[src/rtl/core/irpfd_pkg.sv]
`timescale 1ns / 1ps
`default_nettype none
// ----------------------------------------------------------------------------
// irpfd_pkg
// Shared constants and types for the IR pulse-frame decoder.
// ----------------------------------------------------------------------------
package irpfd_pkg;

   localparam int PULSE_BITS_DEFAULT = 20;

   localparam int CSR_IDX_BITS = 2;
   localparam int CSR_DATA_BITS = 16;

   localparam logic [CSR_IDX_BITS-1:0] CSR_BASE_UNIT     = 2'd0;
   localparam logic [CSR_IDX_BITS-1:0] CSR_ADDR_FILTER   = 2'd1;
   localparam logic [CSR_IDX_BITS-1:0] CSR_ADDR_BIT_CNT  = 2'd2;
   localparam logic [CSR_IDX_BITS-1:0] CSR_CMD_BIT_CNT   = 2'd3;

   localparam logic [15:0] BASE_UNIT_RESET   = 16'd600;
   localparam logic [15:0] ADDR_FILTER_ANY   = 16'hFFFF;
   localparam logic [4:0]  ADDR_BITS_RESET   = 5'd5;
   localparam logic [4:0]  CMD_BITS_RESET    = 5'd7;
   localparam logic [4:0]  MAX_FIELD_BITS    = 5'd16;
   localparam logic [6:0]  PULSE_INDEX_MAX   = 7'd127;

   // duration class of one pulse, relative to the base unit
   typedef struct packed {
      logic near4;
      logic near2;
      logic near1;
   } pulse_match_type;

   // decoded frame result
   typedef struct packed {
      logic        good;
      logic [15:0] cmd;
      logic [15:0] addr;
   } frame_result_type;

endpackage : irpfd_pkg
`default_nettype wire

[src/rtl/core/irpfd_pulse_class.sv]
`timescale 1ns / 1ps
`default_nettype none
// ----------------------------------------------------------------------------
// irpfd_pulse_class
// Tests one pulse duration against 1, 2 and 4 base units, +/- half a unit.
// ----------------------------------------------------------------------------
module irpfd_pulse_class
   import irpfd_pkg::*;
#(
   parameter int PULSE_BITS = PULSE_BITS_DEFAULT
) (
   input  wire logic [PULSE_BITS-1:0] pulse_length,
   input  wire logic [15:0]           base_unit,
   output pulse_match_type            match
);

   // 4 * base_unit needs 18 bits
   localparam int DW = (PULSE_BITS > 18) ? PULSE_BITS : 18;

   logic [DW-1:0] dur;
   logic [DW-1:0] nom1;
   logic [DW-1:0] nom2;
   logic [DW-1:0] nom4;
   logic [DW-1:0] tol;
   logic [DW-1:0] diff1;
   logic [DW-1:0] diff2;
   logic [DW-1:0] diff4;

   always_comb begin
      dur  = DW'(pulse_length);
      nom1 = DW'(base_unit);
      nom2 = DW'({base_unit, 1'b0});
      nom4 = DW'({base_unit, 2'b00});
      tol  = DW'(base_unit[15:1]);
      diff1 = (dur >= nom1) ? (dur - nom1) : (nom1 - dur);
      diff2 = (dur >= nom2) ? (dur - nom2) : (nom2 - dur);
      diff4 = (dur >= nom4) ? (dur - nom4) : (nom4 - dur);
      match.near1 = (diff1 <= tol);
      match.near2 = (diff2 <= tol);
      match.near4 = (diff4 <= tol);
   end

endmodule : irpfd_pulse_class
`default_nettype wire

[src/rtl/core/irpfd_frame_acc.sv]
`timescale 1ns / 1ps
`default_nettype none
// ----------------------------------------------------------------------------
// irpfd_frame_acc
// Frame state: pulse counter, command/address shift, error flag.
// ----------------------------------------------------------------------------
module irpfd_frame_acc
   import irpfd_pkg::*;
(
   input  wire logic        clock,
   input  wire logic        reset,
   input  wire logic        step,          // pulse consumed this cycle
   input  wire logic        last,
   input  pulse_match_type  match,
   input  wire logic [15:0] address_filter,
   input  wire logic [4:0]  address_bit_count,
   input  wire logic [4:0]  command_bit_count,
   output frame_result_type result
);

   logic [6:0]  pulse_index_ff, pulse_index_in;
   logic [15:0] command_shift_ff, command_shift_in;
   logic [15:0] address_shift_ff, address_shift_in;
   logic        frame_error_ff, frame_error_in;

   logic [4:0]  na;
   logic [4:0]  nc;
   logic [6:0]  needed;
   logic [5:0]  k;
   logic [5:0]  ka;
   logic [6:0]  idx_next;
   logic        err_n;
   logic [15:0] cmd_n;
   logic [15:0] addr_n;
   logic        good;

   always_comb begin
      na = (address_bit_count > MAX_FIELD_BITS) ? MAX_FIELD_BITS : address_bit_count;
      nc = (command_bit_count > MAX_FIELD_BITS) ? MAX_FIELD_BITS : command_bit_count;
      needed = 7'd1 + {({1'b0, na} + {1'b0, nc}), 1'b0};
      k  = pulse_index_ff[6:1] - 6'd1;   // bit number on a mark pulse
      ka = k - {1'b0, nc};
      err_n  = frame_error_ff;
      cmd_n  = command_shift_ff;
      addr_n = address_shift_ff;

      if (pulse_index_ff == 7'd0) begin
         if (!match.near4) err_n = 1'b1;
      end else if ((pulse_index_ff < needed) && !frame_error_ff) begin
         if (pulse_index_ff[0]) begin
            if (!match.near1) err_n = 1'b1;   // space
         end else if (match.near2) begin
            if (k < {1'b0, nc}) begin
               cmd_n[k[3:0]] = 1'b1;
            end else if (ka < {1'b0, na}) begin
               addr_n[ka[3:0]] = 1'b1;
            end
         end else if (!match.near1) begin
            err_n = 1'b1;
         end
      end

      idx_next = (pulse_index_ff == PULSE_INDEX_MAX) ? pulse_index_ff
                                                     : pulse_index_ff + 7'd1;

      good = !err_n && (idx_next >= needed) &&
             ((addr_n == address_filter) || (address_filter == ADDR_FILTER_ANY));
      result.good = good;
      result.addr = good ? addr_n : 16'd0;
      result.cmd  = good ? cmd_n : 16'd0;

      pulse_index_in   = pulse_index_ff;
      command_shift_in = command_shift_ff;
      address_shift_in = address_shift_ff;
      frame_error_in   = frame_error_ff;
      if (step) begin
         if (last) begin
            pulse_index_in   = 7'd0;
            command_shift_in = 16'd0;
            address_shift_in = 16'd0;
            frame_error_in   = 1'b0;
         end else begin
            pulse_index_in   = idx_next;
            command_shift_in = cmd_n;
            address_shift_in = addr_n;
            frame_error_in   = err_n;
         end
      end
   end

   always_ff @(posedge clock) begin
      if (reset) begin
         pulse_index_ff   <= 7'd0;
         command_shift_ff <= 16'd0;
         address_shift_ff <= 16'd0;
         frame_error_ff   <= 1'b0;
      end else begin
         pulse_index_ff   <= pulse_index_in;
         command_shift_ff <= command_shift_in;
         address_shift_ff <= address_shift_in;
         frame_error_ff   <= frame_error_in;
      end
   end

endmodule : irpfd_frame_acc
`default_nettype wire

[src/rtl/core/ir_remote_pulse_frame_decoder_top.sv]
`timescale 1ns / 1ps
`default_nettype none
// ----------------------------------------------------------------------------
// ir_remote_pulse_frame_decoder_top
// Pulse-width IR remote frame decoder with stream request/response ports.
// ----------------------------------------------------------------------------
// Each request carries one measured pulse duration; tlast marks the final
// pulse of a frame. Pulse 0 must be a 4-unit sync mark, then space/mark
// pairs follow (space 1 unit, mark 2 units = 1, 1 unit = 0), command bits
// first, then address bits, LSB first. A duration matches a nominal length
// when it is within half a base unit, inclusive. Exactly one response leaves
// per frame, on its last pulse: tuser is frame_good, tdata the decoded
// address and command (both zero on a failed frame). Pulses past the needed
// count are ignored. Throughput is one request per clock while the input
// register does not stall (see below); a pulse is loaded into the input
// register when accepted and decoded from there into the output register;
// a last pulse moves on only once the output register is free.
// The input register stalls only when a finished response is still waiting
// in the output register and the next pulse to retire is also a last pulse.
// CSRs (base unit, address filter, bit counts) are written through csr_* and
// must only change while no frame is in flight.
// ----------------------------------------------------------------------------
module ir_remote_pulse_frame_decoder_top
   import irpfd_pkg::*;
#(
   parameter int PULSE_BITS = PULSE_BITS_DEFAULT
) (
   input  wire logic                               clock,
   input  wire logic                               reset,
   // request: tdata = pulse_length (zero padded to bytes)
   input  wire logic                               req_tvalid,
   output logic                                    req_tready,
   input  wire logic [((PULSE_BITS+7)/8)*8-1:0]    req_tdata,
   input  wire logic                               req_tlast,   // last_pulse
   // response: tdata = device_address [15:0], command_code [31:16]
   output logic                                    rsp_tvalid,
   input  wire logic                               rsp_tready,
   output logic [31:0]                             rsp_tdata,
   output logic                                    rsp_tuser,   // frame_good
   // CSR write port
   input  wire logic                               csr_we,
   input  wire logic [CSR_IDX_BITS-1:0]            csr_index,
   input  wire logic [CSR_DATA_BITS-1:0]           csr_wdata
);

   // ---- configuration registers ----
   logic [15:0] base_unit_ff;
   logic [15:0] addr_filter_ff;
   logic [4:0]  addr_bits_ff;
   logic [4:0]  cmd_bits_ff;

   always_ff @(posedge clock) begin
      if (reset) begin
         base_unit_ff   <= BASE_UNIT_RESET;
         addr_filter_ff <= ADDR_FILTER_ANY;
         addr_bits_ff   <= ADDR_BITS_RESET;
         cmd_bits_ff    <= CMD_BITS_RESET;
      end else if (csr_we) begin
         unique case (csr_index)
            CSR_BASE_UNIT:    base_unit_ff   <= csr_wdata;
            CSR_ADDR_FILTER:  addr_filter_ff <= csr_wdata;
            CSR_ADDR_BIT_CNT: addr_bits_ff   <= csr_wdata[4:0];
            CSR_CMD_BIT_CNT:  cmd_bits_ff    <= csr_wdata[4:0];
            default: ;
         endcase
      end
   end

   // ---- input register ----
   logic                  s1_valid_ff, s1_valid_in;
   logic [PULSE_BITS-1:0] s1_pulse_ff;
   logic                  s1_last_ff;
   logic                  out_valid_ff, out_valid_in;
   frame_result_type      out_ff;
   frame_result_type      result;
   pulse_match_type       match;
   logic                  out_free;
   logic                  s1_adv;
   logic                  req_fire;

   assign out_free   = !out_valid_ff || rsp_tready;
   // a non-last pulse only updates frame state, so it never waits on the output
   assign s1_adv     = s1_valid_ff && (!s1_last_ff || out_free);
   assign req_tready = !s1_valid_ff || s1_adv;
   assign req_fire   = req_tvalid && req_tready;

   always_comb begin
      s1_valid_in = s1_valid_ff;
      if (req_fire) begin
         s1_valid_in = 1'b1;
      end else if (s1_adv) begin
         s1_valid_in = 1'b0;
      end
   end

   always_ff @(posedge clock) begin
      if (reset) begin
         s1_valid_ff <= 1'b0;
      end else begin
         s1_valid_ff <= s1_valid_in;
      end
   end

   always_ff @(posedge clock) begin
      if (req_fire) begin
         s1_pulse_ff <= req_tdata[PULSE_BITS-1:0];
         s1_last_ff  <= req_tlast;
      end
   end

   // ---- decode ----
   irpfd_pulse_class #(
      .PULSE_BITS (PULSE_BITS)
   ) u_class (
      .pulse_length (s1_pulse_ff),
      .base_unit    (base_unit_ff),
      .match        (match)
   );

   irpfd_frame_acc u_acc (
      .clock             (clock),
      .reset             (reset),
      .step              (s1_adv),
      .last              (s1_last_ff),
      .match             (match),
      .address_filter    (addr_filter_ff),
      .address_bit_count (addr_bits_ff),
      .command_bit_count (cmd_bits_ff),
      .result            (result)
   );

   // ---- output register ----
   always_comb begin
      out_valid_in = out_valid_ff;
      if (s1_adv && s1_last_ff) begin
         out_valid_in = 1'b1;
      end else if (rsp_tready) begin
         out_valid_in = 1'b0;
      end
   end

   always_ff @(posedge clock) begin
      if (reset) begin
         out_valid_ff <= 1'b0;
      end else begin
         out_valid_ff <= out_valid_in;
      end
   end

   always_ff @(posedge clock) begin
      if (s1_adv && s1_last_ff) begin
         out_ff <= result;
      end
   end

   assign rsp_tvalid = out_valid_ff;
   assign rsp_tuser  = out_ff.good;
   assign rsp_tdata  = {out_ff.cmd, out_ff.addr};

   // ---- assertions ----
   // a retired last pulse always lands a response
   a_last_makes_rsp: assert property (@(posedge clock) disable iff (reset)
      s1_adv && s1_last_ff |=> rsp_tvalid)
      else $error("last pulse retired without a response");

   // a failed frame reports zero address and command
   a_fail_zero: assert property (@(posedge clock) disable iff (reset)
      rsp_tvalid && !rsp_tuser |-> rsp_tdata == 32'd0)
      else $error("failed frame carries nonzero payload");

   // a good frame honors the address filter
   a_good_filter: assert property (@(posedge clock) disable iff (reset)
      rsp_tvalid && rsp_tuser |->
         (addr_filter_ff == ADDR_FILTER_ANY) || (rsp_tdata[15:0] == addr_filter_ff))
      else $error("good frame with mismatched address");

   // a last pulse never retires over an unaccepted response
   a_no_overwrite: assert property (@(posedge clock) disable iff (reset)
      s1_adv && s1_last_ff |-> out_free)
      else $error("response overwritten");

endmodule : ir_remote_pulse_frame_decoder_top
`default_nettype wire

[config.mk]
export PLATFORM = sky130hd
export DESIGN_NAME = ir_remote_pulse_frame_decoder_top
export DESIGN_NICKNAME = d
export VERILOG_FILES = /design/src/rtl/core/irpfd_pkg.sv /design/src/rtl/core/irpfd_pulse_class.sv /design/src/rtl/core/irpfd_frame_acc.sv /design/src/rtl/core/ir_remote_pulse_frame_decoder_top.sv
export SDC_FILE = /design/constraint.sdc
export NUM_CORES = 1
export LEC_CHECK = 0
export BUFFER_PORTS_ARGS = -buffer_cell sky130_fd_sc_hd__clkbuf_2
export CAP_MARGIN = 20
export CORE_MARGIN = 2
export CORE_UTILIZATION = 25
export CTS_BUF_LIST = sky130_fd_sc_hd__clkbuf_8
export CTS_CLUSTER_DIAMETER = 60
export DETAILED_ROUTE_END_ITERATION = 10
export GPL_TIMING_DRIVEN = 0
export SLEW_MARGIN = 20
export SYNTH_ARGS = -nofsm -noshare
export SYNTH_HDL_FRONTEND = slang
export SYNTH_SLANG_ARGS = --single-unit
[constraint.sdc]
create_clock -name clock -period 12.9 [get_ports clock]
set_clock_uncertainty 0.1 [all_clocks]
set_input_delay 1.29 -clock clock [delete_from_list [all_inputs] [get_ports clock]]
set_output_delay 1.29 -clock clock [all_outputs]
set_load 0.05 [all_outputs]
==> results.toml <==
[status]
status = "finished, final reports clean"

[power_and_ir_drop]
power.density_mw_per_mm2 = 85.20
leakage_nw = 6.297
power_w = 0.001262
peakVddDrop_uv = 61.24

[clock_network]
clock-root-buffer = "clkbuf_8"
numCtsBuffers = 17
clk_path_buf_depth = 2
hold_buffers = 0
tritoncts = "yes"
clock_latency_ns = 0.51
post_cts_buffers = 0
clock_sinks = 138
clk_pin_slew_worst_paths_ns = 0.10
ctsResizeCount = 0
h-tree-depth = 4

[yosys]
yosys.area_share.adder = 0.1776
muxShareOfSynthArea = 0.01879
synth-main-ff-cell = "dfxtp_1"
synth_warnings = 0
postSynthCellCount = 1601
synth_xor_area_frac = 0.04331
ys_seq_area_frac = 0.2518
synth_compound_area_frac = 0.2574
synth-simple-area-share = 0.1954
async_reset_ff_frac = 0
ys_types = 87
synth-seq-cells = 138
synthesis.area_sq_mm = 0.01312
synth_edf_count = 54
syn_nets = 1831
syn_avg_cell_area_sq_um = 8.193
synth_top_family_by_area = "compound AO/OA/AOI/OAI gates"

[timing]
fmax_mhz = 133.7
setup_violations = 0
slew_violations = 0
finalCriticalPeriod_ns = 7.482
setup-tns-final_ns = 0
finalHoldViolCount = 0
fin_ws_ns = 5.418
rsz0062_at_grt = "no"
fin_crit_sh = 0.5800
max_slew_margin = 0.4625
worst_pin_slew_ns = 0.7859

[finish]
fill_cells = 5533
area_growth_pct = 12.90
fin_util = 0.2869
drive_above_1_share = 0.09755
fin_cells = 2393
nets = 1929

[setup_path]
path_max_fanout = 10
required_ns = 13.18
cp-end-kind = "flip-flop"
worstSetupStartpointType = "flip-flop"
crit_arrival_ns = 7.76
crit_type = "flip-flop to flip-flop"

[die]
die-area_sq_mm = 0.05431
die_w_um = 233.1
core.rowCount = 83
start_util = 0.2541
die_h_um = 233.1
core_area_sq_mm = 0.05161
ios = 83

[placed_design]
gp_congestion = 0.9527
portBuffers = 77
dp.cells = 2360
dp_slack_ns = 5.572
hpwl_um = 37210

[detailed_routing]
wl_per_cell_um = 19.35
ant_nets = 0
drtPass1Iterations = 5
viasPerCell = 5.334
routed_wl_um = 46300
drc_errors = 0
via_count = 12764
drt_iter0_markers = 1141

[global_route]
grt_max_degree = 36
grt-ovfl-total = 0
groute.layer.met2.usage = 0.2666
gr-usage-met3 = 0.02954
top_usage_layer = "met2"
antenna_found_initial = 1
grt_pass1_wl_um = 70850
grtUsageTotal = 0.1692
use_met1 = 0.2285
grt_pass1_vias = 12148

[min_path]
hold_path.class = "flip-flop to flip-flop"

[flow_run]
maxCapViolations = 0
## worst paths after layout
path / startpoint / endpoint / slack [ns] / cells past startpoint
worst min-delay path: cmd_bits_ff[2] / cmd_bits_ff[2] / 0.36 / 1
worst min register to register: cmd_bits_ff[2] / cmd_bits_ff[2] / 0.36 / 1
worst max-delay path: s1_pulse_ff[0] / rsp_tdata[27] / 5.42 / 24
worst max register to register: s1_pulse_ff[0] / rsp_tdata[27] / 5.42 / 24
## layer usage
layer | vias to the layer above | wire [um] | part of all wire
met1 | 6116 | 21560 | 0.47
met2 | 437 | 20570 | 0.44
met3 | 94 | 2558 | 0.055
met4 | 2 | 1602 | 0.035
li1 | 6115 | - | -
met5 | - | 10 | 0.00022
## state kept, by name, indices dropped and copies added (netlist names), 5 cells and up
signal / flops
addr_bits_ff: 5
addr_filter_ff: 16
base_unit_ff: 16
cmd_bits_ff: 5
rsp_tdata: 32
s1_pulse_ff: 20
u_acc.address_shift_ff: 16
u_acc.command_shift_ff: 16
u_acc.pulse_index_ff: 7
## cell families after synthesis
kind of cell | after synthesis
simple gates | 513
compound gates | 503
fa+ha+maj | 182
buf+inv | 179
flops | 138
xor+xnor | 64
mux | 22
## per-stage QoR
step,instance area [sq um],hold slack (ns)
2_1_floorplan,13120,0.3273
6_report,14810,0.3631
3_3_place_gp,14350,0.3391
3_5_place_dp,14420,0.3489
5_1_grt,14810,0.3778
4_1_cts,14810,0.3698
## report_power, final
part           internal [W]  switching (W)
clock network      0.000144       0.000225
registers          0.000464      0.0000188
logic              0.000152       0.000258
## cell usage after synthesis, types with 20 or more instances
cell type | count | area (sq um)
a211o_1 | 20 | 175.2
nor2_1 | 133 | 499.2
clkbuf_1 | 55 | 206.5
dfxtp_1 | 84 | 1682
edfxtp_1 | 54 | 1622
nand3_1 | 39 | 195.2
o21ai_0 | 84 | 420.4
ha_1 | 175 | 2190
nand2_1 | 144 | 540.5
inv_1 | 99 | 371.6
a21o_1 | 36 | 270.3
nand4_1 | 27 | 168.9
a21oi_1 | 152 | 760.7
xor2_1 | 23 | 201.4
nor2b_1 | 22 | 137.6
nor3_1 | 34 | 170.2
and4_1 | 26 | 227.7
xnor2_1 | 40 | 350.3
a211oi_1 | 21 | 157.7
## layout by cell type (no fill, tap or decap), types with 18 or more instances in the layout
| cell type | instances |
|---|---|
| ha_1 | 175 |
| a21oi_1 | 152 |
| nand2_1 | 144 |
| nor2_1 | 133 |
| inv_1 | 99 |
| o21ai_0 | 84 |
| dfxtp_1 | 84 |
| clkbuf_2 | 77 |
| clkbuf_1 | 55 |
| edfxtp_1 | 54 |
| xnor2_1 | 40 |
| nand3_1 | 39 |
| a21o_1 | 36 |
| nor3_1 | 34 |
| nand4_1 | 27 |
| and4_1 | 26 |
| xor2_1 | 23 |
| nor2b_1 | 22 |
| a211oi_1 | 21 |
| a211o_1 | 20 |
| mux2i_1 | 19 |
| nand2b_1 | 19 |
| a31oi_1 | 18 |
## critical path, stage by stage (launching register included)
cell	delay [ns]
edfxtp_1	0.50
inv_1	0.28
ha_1	0.23
inv_1	0.06
fa_1	0.41
a211oi_1	0.37
nor3_1	0.21
nor3_1	0.30
o21ai_1	0.27
nor2_2	0.52
clkbuf_1	0.56
mux2_2	0.41
ha_1	0.31
nor2b_1	0.14
o21bai_1	0.13
a21oi_1	0.09
a2111oi_0	0.42
o31a_1	0.18
a22oi_1	0.11
a31oi_1	0.28
nand4_1	0.31
a41oi_1	0.34
o211a_1	0.33
buf_4	0.24
o2111a_1	0.21
## layout make-up
cell class                      count  area [sq um]  share of cell area
Clock inverter                     15         155.1             0.01048
Inverter                          102         382.9             0.02586
Buffer                             77         347.8             0.02349
Tap cell                          680         850.8             0.05746
Clock buffer                       17         234.0             0.01580
Multi-Input combinational cell   1284          9099              0.6144
Sequential cell                   138          3303              0.2231
Antenna cell                        1         2.502           0.0001690
Timing Repair Buffer               79         432.9             0.02924
No activity file was read; power rests on OpenSTA's default activity.
